## config.mk

```make
export PLATFORM = sky130hd
export DESIGN_NAME = utf8_sanitizer_top
export DESIGN_NICKNAME = d
export VERILOG_FILES = /design/src/rtl/core/u8s_pkg.sv /design/src/rtl/core/u8s_front.sv /design/src/rtl/core/u8s_queue.sv /design/src/rtl/core/u8s_back.sv /design/src/rtl/core/utf8_sanitizer_top.sv
export VERILOG_INCLUDE_DIRS = /design/src /design/src/rtl/core
export SDC_FILE = /design/constraint.sdc
export NUM_CORES = 1
export LEC_CHECK = 0
export BUFFER_PORTS_ARGS = -buffer_cell sky130_fd_sc_hd__clkbuf_2
export CAP_MARGIN = 20
export CORE_MARGIN = 4
export CORE_UTILIZATION = 55
export DETAILED_ROUTE_END_ITERATION = 10
export HOLD_SLACK_MARGIN = 0.02
export MAX_ROUTING_LAYER = met4
export PLACE_DENSITY = 0.71
export SYNTH_ARGS = -nofsm -noshare
export SYNTH_HDL_FRONTEND = slang
export SYNTH_SLANG_ARGS = --single-unit
```

## constraint.sdc

```tcl
create_clock -name clk_i -period 6.5 [get_ports clk_i]
set_clock_uncertainty 0.15 [all_clocks]
set_input_delay 1.3 -clock clk_i [delete_from_list [all_inputs] [get_ports clk_i]]
set_output_delay 1.3 -clock clk_i [all_outputs]
set_load 0.05 [all_outputs]
```

## src/rtl/core/utf8_sanitizer_top_assert.svh

```systemverilog
// Assertion macros shared by the utf8_sanitizer RTL.
// Expects clk_i and rst_ni in the scope of the module that uses them.
`ifndef UTF8_SANITIZER_TOP_ASSERT_SVH
`define UTF8_SANITIZER_TOP_ASSERT_SVH

// Same-cycle implication, checked outside reset.
`define U8S_ASSERT_NOW(lbl, ante, cons, msg) \
  lbl: assert property (@(posedge clk_i) disable iff (!rst_ni) (ante) |-> (cons)) \
    else $error(msg);

// Next-cycle implication, checked outside reset.
`define U8S_ASSERT_NEXT(lbl, ante, cons, msg) \
  lbl: assert property (@(posedge clk_i) disable iff (!rst_ni) (ante) |=> (cons)) \
    else $error(msg);

`endif

```

## src/rtl/core/u8s_pkg.sv

```systemverilog
// Shared types and constants for the utf8_sanitizer block.
// No dependencies.
package u8s_pkg;

  localparam int unsigned QDEPTH = 4;
  localparam int unsigned QPTR_W = $clog2(QDEPTH);

  localparam logic [7:0] REPL_B0 = 8'hEF;
  localparam logic [7:0] REPL_B1 = 8'hBF;
  localparam logic [7:0] REPL_B2 = 8'hBD;

  localparam logic [1:0] REPL_LAST_PH = 2'd2;

  // One item's worth of output: repl_cnt replacement characters first,
  // then lit_cnt bytes taken verbatim from lit[0..].
  typedef struct packed {
    logic [2:0]      repl_cnt;
    logic [2:0]      lit_cnt;
    logic [3:0][7:0] lit;
    logic            last;
  } job_t;

  function automatic logic [7:0] repl_byte(input logic [1:0] ph);
    logic [7:0] b;
    case (ph)
      2'd0:    b = REPL_B0;
      2'd1:    b = REPL_B1;
      default: b = REPL_B2;
    endcase
    return b;
  endfunction

endpackage

```

## src/rtl/core/u8s_front.sv

```systemverilog
// Front end: accepts input bytes, tracks the held sequence and decodes each
// item into an output job. Depends on u8s_pkg.
module u8s_front import u8s_pkg::*; (
  input  logic       clk_i,
  input  logic       rst_ni,
  input  logic       in_valid_i,
  input  logic [7:0] in_byte_i,
  input  logic       in_last_i,
  output logic       in_ready_o,
  input  logic       q_full_i,
  output logic       push_o,
  output job_t       job_o
);

  logic [1:0]  hc_q, hc_d;
  logic [2:0]  len_q, len_d;
  logic [20:0] acc_q, acc_d;
  logic [7:0]  held_q [3];
  logic        held_we;
  logic [1:0]  held_idx;

  logic        accept, is_cont, complete, bad, do_fresh;
  logic [20:0] acc_n, min_cp;
  logic [2:0]  hc_p1;
  logic [2:0]  repl;
  logic [2:0]  lit_cnt;
  logic [3:0][7:0] lit;

  assign accept     = in_valid_i & ~q_full_i;
  assign in_ready_o = ~q_full_i;

  assign is_cont  = (in_byte_i[7:6] == 2'b10);
  assign acc_n    = {acc_q[14:0], in_byte_i[5:0]};
  assign hc_p1    = {1'b0, hc_q} + 3'd1;
  assign complete = (hc_p1 == len_q);

  always_comb begin
    case (len_q)
      3'd2:    min_cp = 21'h000080;
      3'd3:    min_cp = 21'h000800;
      default: min_cp = 21'h010000;
    endcase
    bad = (acc_n < min_cp) || (acc_n > 21'h10FFFF) ||
          (acc_n inside {[21'h00D800:21'h00DFFF]});
  end

  always_comb begin
    hc_d     = hc_q;
    len_d    = len_q;
    acc_d    = acc_q;
    held_we  = 1'b0;
    held_idx = hc_q;
    repl     = 3'd0;
    lit_cnt  = 3'd0;
    lit      = {8'h00, held_q[2], held_q[1], held_q[0]};
    do_fresh = 1'b0;

    if (hc_q == 2'd0) begin
      do_fresh = 1'b1;
    end else if (!is_cont) begin
      // broken sequence: one replacement per held byte, then restart
      repl     = {1'b0, hc_q};
      do_fresh = 1'b1;
    end else if (complete) begin
      if (bad) begin
        repl = hc_p1;
      end else begin
        lit[hc_q] = in_byte_i;
        lit_cnt   = hc_p1;
      end
      hc_d  = 2'd0;
      len_d = 3'd0;
      acc_d = '0;
    end else if (in_last_i) begin
      repl  = hc_p1;  // truncated tail
      hc_d  = 2'd0;
      len_d = 3'd0;
      acc_d = '0;
    end else begin
      held_we = 1'b1;
      hc_d    = hc_p1[1:0];
      acc_d   = acc_n;
    end

    if (do_fresh) begin
      hc_d  = 2'd0;
      len_d = 3'd0;
      acc_d = '0;
      case (in_byte_i) inside
        [8'h00:8'h7F]: begin
          lit[0]  = in_byte_i;
          lit_cnt = 3'd1;
        end
        [8'hC0:8'hDF], [8'hE0:8'hEF], [8'hF0:8'hF7]: begin
          if (in_last_i) begin
            repl = repl + 3'd1;
          end else begin
            held_we  = 1'b1;
            held_idx = 2'd0;
            hc_d     = 2'd1;
            if (in_byte_i[7:5] == 3'b110) begin
              len_d = 3'd2;
              acc_d = {16'd0, in_byte_i[4:0]};
            end else if (in_byte_i[7:4] == 4'b1110) begin
              len_d = 3'd3;
              acc_d = {17'd0, in_byte_i[3:0]};
            end else begin
              len_d = 3'd4;
              acc_d = {18'd0, in_byte_i[2:0]};
            end
          end
        end
        default: repl = repl + 3'd1;
      endcase
    end
  end

  assign push_o           = accept & ((repl != 3'd0) | (lit_cnt != 3'd0));
  assign job_o.repl_cnt   = repl;
  assign job_o.lit_cnt    = lit_cnt;
  assign job_o.lit        = lit;
  assign job_o.last       = in_last_i;

  always_ff @(posedge clk_i or negedge rst_ni) begin
    if (!rst_ni) begin
      hc_q  <= 2'd0;
      len_q <= 3'd0;
      acc_q <= '0;
    end else if (accept) begin
      hc_q  <= hc_d;
      len_q <= len_d;
      acc_q <= acc_d;
    end
  end

  always_ff @(posedge clk_i) begin
    if (accept && held_we) begin
      held_q[held_idx] <= in_byte_i;
    end
  end

endmodule

```

## src/rtl/core/u8s_queue.sv

```systemverilog
// Short job queue between the front and back ends.
// Depends on u8s_pkg.
module u8s_queue import u8s_pkg::*; (
  input  logic clk_i,
  input  logic rst_ni,
  input  logic push_i,
  input  job_t wr_job_i,
  input  logic pop_i,
  output logic full_o,
  output logic valid_o,
  output job_t rd_job_o
);

  job_t              entry_q [QDEPTH];
  logic [QPTR_W-1:0] wptr_q, rptr_q;
  logic [QPTR_W:0]   cnt_q;

  assign full_o   = (cnt_q == QPTR_W'(0) + (QPTR_W+1)'(QDEPTH));
  assign valid_o  = (cnt_q != '0);
  assign rd_job_o = entry_q[rptr_q];

  always_ff @(posedge clk_i or negedge rst_ni) begin
    if (!rst_ni) begin
      wptr_q <= '0;
      rptr_q <= '0;
      cnt_q  <= '0;
    end else begin
      if (push_i) wptr_q <= wptr_q + 1'b1;
      if (pop_i)  rptr_q <= rptr_q + 1'b1;
      case ({push_i, pop_i})
        2'b10:   cnt_q <= cnt_q + 1'b1;
        2'b01:   cnt_q <= cnt_q - 1'b1;
        default: cnt_q <= cnt_q;
      endcase
    end
  end

  always_ff @(posedge clk_i) begin
    if (push_i) begin
      entry_q[wptr_q] <= wr_job_i;
    end
  end

endmodule

```

## src/rtl/core/u8s_back.sv

```systemverilog
// Back end: expands one job into output bytes, one per cycle while out_ready_i is high.
// Depends on u8s_pkg and utf8_sanitizer_top_assert.svh.
`include "utf8_sanitizer_top_assert.svh"
module u8s_back import u8s_pkg::*; (
  input  logic       clk_i,
  input  logic       rst_ni,
  input  logic       q_valid_i,
  input  job_t       q_job_i,
  output logic       pop_o,
  output logic       out_valid_o,
  input  logic       out_ready_i,
  output logic [7:0] out_byte_o,
  output logic       run_end_o,
  output logic       stream_end_o
);

  logic            busy_q;
  logic [2:0]      rep_left_q;
  logic [1:0]      ph_q;
  logic [1:0]      lit_pos_q;
  logic [2:0]      lit_left_q;
  logic [3:0][7:0] lit_q;
  logic            last_q;

  logic fire, final_b, load;
  logic has_rep, has_lit, counts_ok;

  assign fire    = busy_q & out_ready_i;
  assign final_b = ((rep_left_q == 3'd1) && (ph_q == REPL_LAST_PH) && (lit_left_q == 3'd0)) ||
                   ((rep_left_q == 3'd0) && (lit_left_q == 3'd1));
  assign load    = q_valid_i & (~busy_q | (fire & final_b));
  assign pop_o   = load;

  assign out_valid_o  = busy_q;
  assign out_byte_o   = (rep_left_q != 3'd0) ? repl_byte(ph_q) : lit_q[lit_pos_q];
  assign run_end_o    = final_b;
  assign stream_end_o = final_b & last_q;

  // terms for the checks below
  assign has_rep   = (rep_left_q != 3'd0);
  assign has_lit   = (lit_left_q != 3'd0);
  assign counts_ok = (rep_left_q <= 3'd4) && (lit_left_q <= 3'd4);

  always_ff @(posedge clk_i or negedge rst_ni) begin
    if (!rst_ni) begin
      busy_q     <= 1'b0;
      rep_left_q <= 3'd0;
      ph_q       <= 2'd0;
      lit_pos_q  <= 2'd0;
      lit_left_q <= 3'd0;
      lit_q      <= '0;
      last_q     <= 1'b0;
    end else if (load) begin
      busy_q     <= 1'b1;
      rep_left_q <= q_job_i.repl_cnt;
      ph_q       <= 2'd0;
      lit_pos_q  <= 2'd0;
      lit_left_q <= q_job_i.lit_cnt;
      lit_q      <= q_job_i.lit;
      last_q     <= q_job_i.last;
    end else if (fire) begin
      if (final_b) begin
        busy_q <= 1'b0;
      end else if (rep_left_q != 3'd0) begin
        if (ph_q == REPL_LAST_PH) begin
          ph_q       <= 2'd0;
          rep_left_q <= rep_left_q - 3'd1;
        end else begin
          ph_q <= ph_q + 2'd1;
        end
      end else begin
        lit_pos_q  <= lit_pos_q + 2'd1;
        lit_left_q <= lit_left_q - 3'd1;
      end
    end
  end

  `U8S_ASSERT_NOW(a_stream_end_on_run_end, stream_end_o, run_end_o, "stream_end without run_end")
  `U8S_ASSERT_NOW(a_job_not_empty, busy_q, has_rep || has_lit, "active job has no bytes left")
  `U8S_ASSERT_NOW(a_counts_bounded, busy_q, counts_ok, "job counts out of range")
  `U8S_ASSERT_NEXT(a_drain_to_idle, fire && final_b && !q_valid_i, !busy_q, "still busy")

endmodule

```

## src/rtl/core/utf8_sanitizer_top.sv

```systemverilog
// utf8_sanitizer top level: streaming UTF-8 validator with U+FFFD replacement.
// Instantiates u8s_front, u8s_queue and u8s_back; depends on u8s_pkg.
//
// Usage:
//   Input channel (in_valid_i/in_ready_o) takes one byte per item with an
//   end-of-stream flag. Output channel (out_valid_o/out_ready_i) gives one
//   byte per item, with run_end_o on the last byte caused by an input item
//   and stream_end_o on the final byte of a stream.
//   The front end decodes each input item into a job (replacement count plus
//   verbatim bytes) and pushes it into a 4-entry job queue; the back end
//   plays jobs out at one output byte per cycle while out_ready_i is high.
//   The job is registered in the queue and then loaded into the back end's
//   registers before the first output byte of an item is valid.
//   The input takes one item per cycle while each item yields at most one
//   output byte and out_ready_i stays high; an item can yield up to 12
//   bytes (a broken 4-byte form followed by a bad byte), and the input
//   stalls once the job queue is full.
//   A lead byte and its continuation bytes yield no output until the
//   sequence completes or fails.
//   Reset (rst_ni low) clears the held sequence, empties the queue and drops
//   out_valid_o. When out_ready_i is low the current byte is held stable;
//   the front keeps accepting until the queue fills.
module utf8_sanitizer_top import u8s_pkg::*; (
  input  logic       clk_i,
  input  logic       rst_ni,
  input  logic       in_valid_i,
  output logic       in_ready_o,
  input  logic [7:0] in_byte_i,
  input  logic       in_last_i,
  output logic       out_valid_o,
  input  logic       out_ready_i,
  output logic [7:0] out_byte_o,
  output logic       run_end_o,
  output logic       stream_end_o
);

  // front -> queue
  logic push;
  job_t wr_job;
  logic q_full;

  // queue -> back
  logic q_valid;
  logic pop;
  job_t rd_job;

  u8s_front u_front (
    .clk_i      (clk_i),
    .rst_ni     (rst_ni),
    .in_valid_i (in_valid_i),
    .in_byte_i  (in_byte_i),
    .in_last_i  (in_last_i),
    .in_ready_o (in_ready_o),
    .q_full_i   (q_full),
    .push_o     (push),
    .job_o      (wr_job)
  );

  u8s_queue u_queue (
    .clk_i    (clk_i),
    .rst_ni   (rst_ni),
    .push_i   (push),
    .wr_job_i (wr_job),
    .pop_i    (pop),
    .full_o   (q_full),
    .valid_o  (q_valid),
    .rd_job_o (rd_job)
  );

  u8s_back u_back (
    .clk_i        (clk_i),
    .rst_ni       (rst_ni),
    .q_valid_i    (q_valid),
    .q_job_i      (rd_job),
    .pop_o        (pop),
    .out_valid_o  (out_valid_o),
    .out_ready_i  (out_ready_i),
    .out_byte_o   (out_byte_o),
    .run_end_o    (run_end_o),
    .stream_end_o (stream_end_o)
  );

endmodule

```

==> impl_metrics.ini <==
[status]
status = completed

[logic_synthesis]
synth_flop_cell = edfxtp_1
netlist_top_cells_area = edfxtp_1, dfrtp_1, mux4_2
yosysMostFrequentCell = edfxtp_1
syn_inst = 619
synthesis.area_mm2 = 0.01052
synth-seq-area-share_pct = 68.25
syn_avg_cell_area_um2 = 17.00
ys_types = 66
ys_ff_latch = 251
synth_warnings = 0
synth_edf_count = 180
synth_common_cells = edfxtp_1, dfrtp_1, nand2_1
synth_top_area_share_pct = 51.37
async_reset_ff_share_pct = 28.29
yosys.area.top_type = edfxtp_1

[place]
globalplace.congestion = 0.8346
dpl.hpwl_um = 12080
io_buffers = 24
dp_cells = 855

[clock_tree]
clk_pin_slew_ps = 60
cts_root_buf = clkbuf_16
post_cts_resized = 0
numCtsBuffers = 26
clockBufferDepth = 3
insertion_delay_ps = 510
cts_setup_buffers = 0
cts.sinks = 251
cts_tree = done
holdBufCountCts = 0
htree_num_levels = 1

[finish]
antenna_cells = 0
drive_above_1_share_pct = 23.77
area_growth_syn_to_layout_pct = 12.81
nNetsFinal = 685
fill_cells = 1288
fin_cells = 907

[routing]
vias_per_cell = 6.002
via_count = 5444
drt-total-wl_um = 19970
drt_first_pass_iters = 5
drcViolationCount = 0
ant_nets = 0
first_iter_violations = 346
wl_per_cell_um = 22.01

[power]
power_density_mw_per_mm2 = 433.3
p_sw_share_pct = 28.91
power_frac_seq_pct = 43.7
ir_drop_mv = 0.2211
power_frac_comb_pct = 25.7
leakage_nw = 4.374
p_sw_mw = 1.487
p_int_mw = 3.656
power_mw = 5.143
p_clk_share_pct = 30.7

[sta]
fin_crit_sh_pct = 74.04
fin_hold_ws_ps = 328.8
hold_violations = 0
rsz0062_at_grt = false
setup_viol = 0
drv_slew = 0
setup-tns-final_ps = 0
worstMarginPinSlew_ps = 963.8
period_needed_ps = 4812
max_freq_mhz = 207.8
slew_headroom_pct = 35.75

[grt]
overflow = 0
antenna_found_initial = 0
track_usage_pct = 20.05
grt_pass1_vias = 5844
grt_max_degree = 72
grt_pass1_wl_um = 32580

[critical_path]
end_kind = register
critPathKind = reg -> reg
crit_path_start_kind = register
worst-path-max-fanout = 10
crit_required_ps = 6780
arrival_ps = 5100

[floorplan]
io-pin-count = 25
die_x_um = 146.3
num_rows = 50
fp.dieH_um = 146.3
initial_core_util_pct = 56.07
die_area_mm2 = 0.02141
core_mm2 = 0.01877

[hold_path]
holdCritPathClass = reg -> reg

[flow_run]
max_cap_viol_count = 0
## cell families after synthesis
kind of cell	count (synthesis)	share of synthesized area, %
other	1	0.03564
DFF	251	68.25
buffers and inverters	45	2.021
adders and majority gates	19	2.331
AOI/OAI and AO/OA	56	3.912
and+or+nand+nor	132	6.445
xor gates and xnor gates	15	1.249
muxes	100	15.76
## cells in the final DEF, fill, tap and decap left out, types with 5 or more instances in the layout
| cell type | netlist | routed |
|---|---|---|
| a21oi_1 | 10 | 10 |
| dfrtp_1 | 71 | 70 |
| o21ai_0 | 5 | 5 |
| o21ai_1 | 13 | 13 |
| mux2_1 | 39 | 39 |
| xnor2_1 | 8 | 8 |
| nand2b_1 | 8 | 8 |
| mux4_2 | 47 | 47 |
| nand3_1 | 12 | 12 |
| xor2_1 | 7 | 7 |
| clkinv_2 | 0 | 6 |
| bufinv_16 | 0 | 5 |
| nor2_1 | 13 | 13 |
| nand2_1 | 56 | 56 |
| clkbuf_2 | 0 | 23 |
| inv_1 | 13 | 13 |
| ha_1 | 18 | 18 |
| and2_1 | 14 | 10 |
| edfxtp_1 | 180 | 180 |
| buf_4 | 1 | 5 |
| and3_1 | 6 | 6 |
| clkbuf_16 | 0 | 27 |
| mux2_2 | 12 | 12 |
## path summary, 6_finish.rpt
check                            startpoint                 to  slack (ps)  depth (start not counted)
setup / recovery            u_front.hc_q[0]   u_queue.cnt_q[2]        1690                         19
hold / removal             u_back.lit_q[16]   u_back.lit_q[16]         330                          1
setup reg to reg            u_front.hc_q[0]   u_queue.cnt_q[2]        1690                         19
hold reg to reg            u_back.lit_q[16]   u_back.lit_q[16]         330                          1
max in group asynchronous            rst_ni  u_queue.rptr_q[0]        4740                          1
min in group asynchronous            rst_ni    u_back.lit_q[0]         790                          1
## per-layer routing
layer / vias up / part of all wire [%] / GRT usage, %
li1: 2431 / - / -
met1: 2800 / 44 / 27.35
met2: 179 / 50 / 33.02
met3: 34 / 4.9 / 2.607
met4: 0 / 1.6 / 4.327
met5: - / 0 / -
## state kept, by name (all words and copies together) (netlist names)
signal and count:
u_front.acc_q 15, u_front.held_q 24, u_back.lit_left_q 3, u_queue.cnt_q 3, u_back.out_valid_o 1, u_front.hc_q 2, u_back.rep_left_q 3, u_front.len_q 3
u_queue.wptr_q 2, u_back.lit_pos_q 2, u_back.lit_q 32, u_back.ph_q 2, u_back.last_q 1, u_queue.entry_q 156, u_queue.rptr_q 2
## power by group through the flow
stage / Sequential (mW) / Combinational (mW) / Clock [mW]
floorplan: 2.19 / 1.07 / 0
global placement: 2.26 / 1.28 / 0
detailed placement: 2.29 / 1.32 / 0
CTS: 2.26 / 1.32 / 1.60
global route: 2.28 / 1.45 / 1.68
finish: 2.24 / 1.32 / 1.58
## through the flow
| step | cell area, µm² | worst slack [ps] | utilization, % |
|---|---|---|---|
| 3_3_place_gp | 10840 | 1762 | 57.78 |
| 2_1_floorplan | 10530 | 1935 | - |
| 5_1_grt | 11870 | 1409 | 63.25 |
| 3_5_place_dp | 10840 | 1617 | 57.78 |
| 4_1_cts | 11780 | 1701 | 62.78 |
| 6_report | 11870 | 1688 | 63.25 |
## worst max-delay path, stage by stage, from the launching register on
cell,delay (ps)
dfrtp_1,590
inv_2,160
ha_1,430
xnor2_1,240
nand3_1,130
a211o_4,330
o211ai_2,200
a21oi_1,100
ha_1,310
o2111a_1,160
a21oi_1,160
a21oi_2,120
o41a_4,520
inv_2,70
ha_1,170
inv_1,70
fa_1,440
xor2_1,160
nor2_1,110
xor2_1,150
## layout make-up
type	instances	area [µm²]	share of cell area (%)
flip-flops and latches	251	7183	60.51
multi-input cells	326	3156	26.58
clock buffers	33	738.2	6.219
well taps	234	292.8	2.467
repair buffers	32	240.2	2.024
clock inverters	15	200.2	1.687
inverters	16	60.06	0.5060
Power figures use the tool's default switching activity.
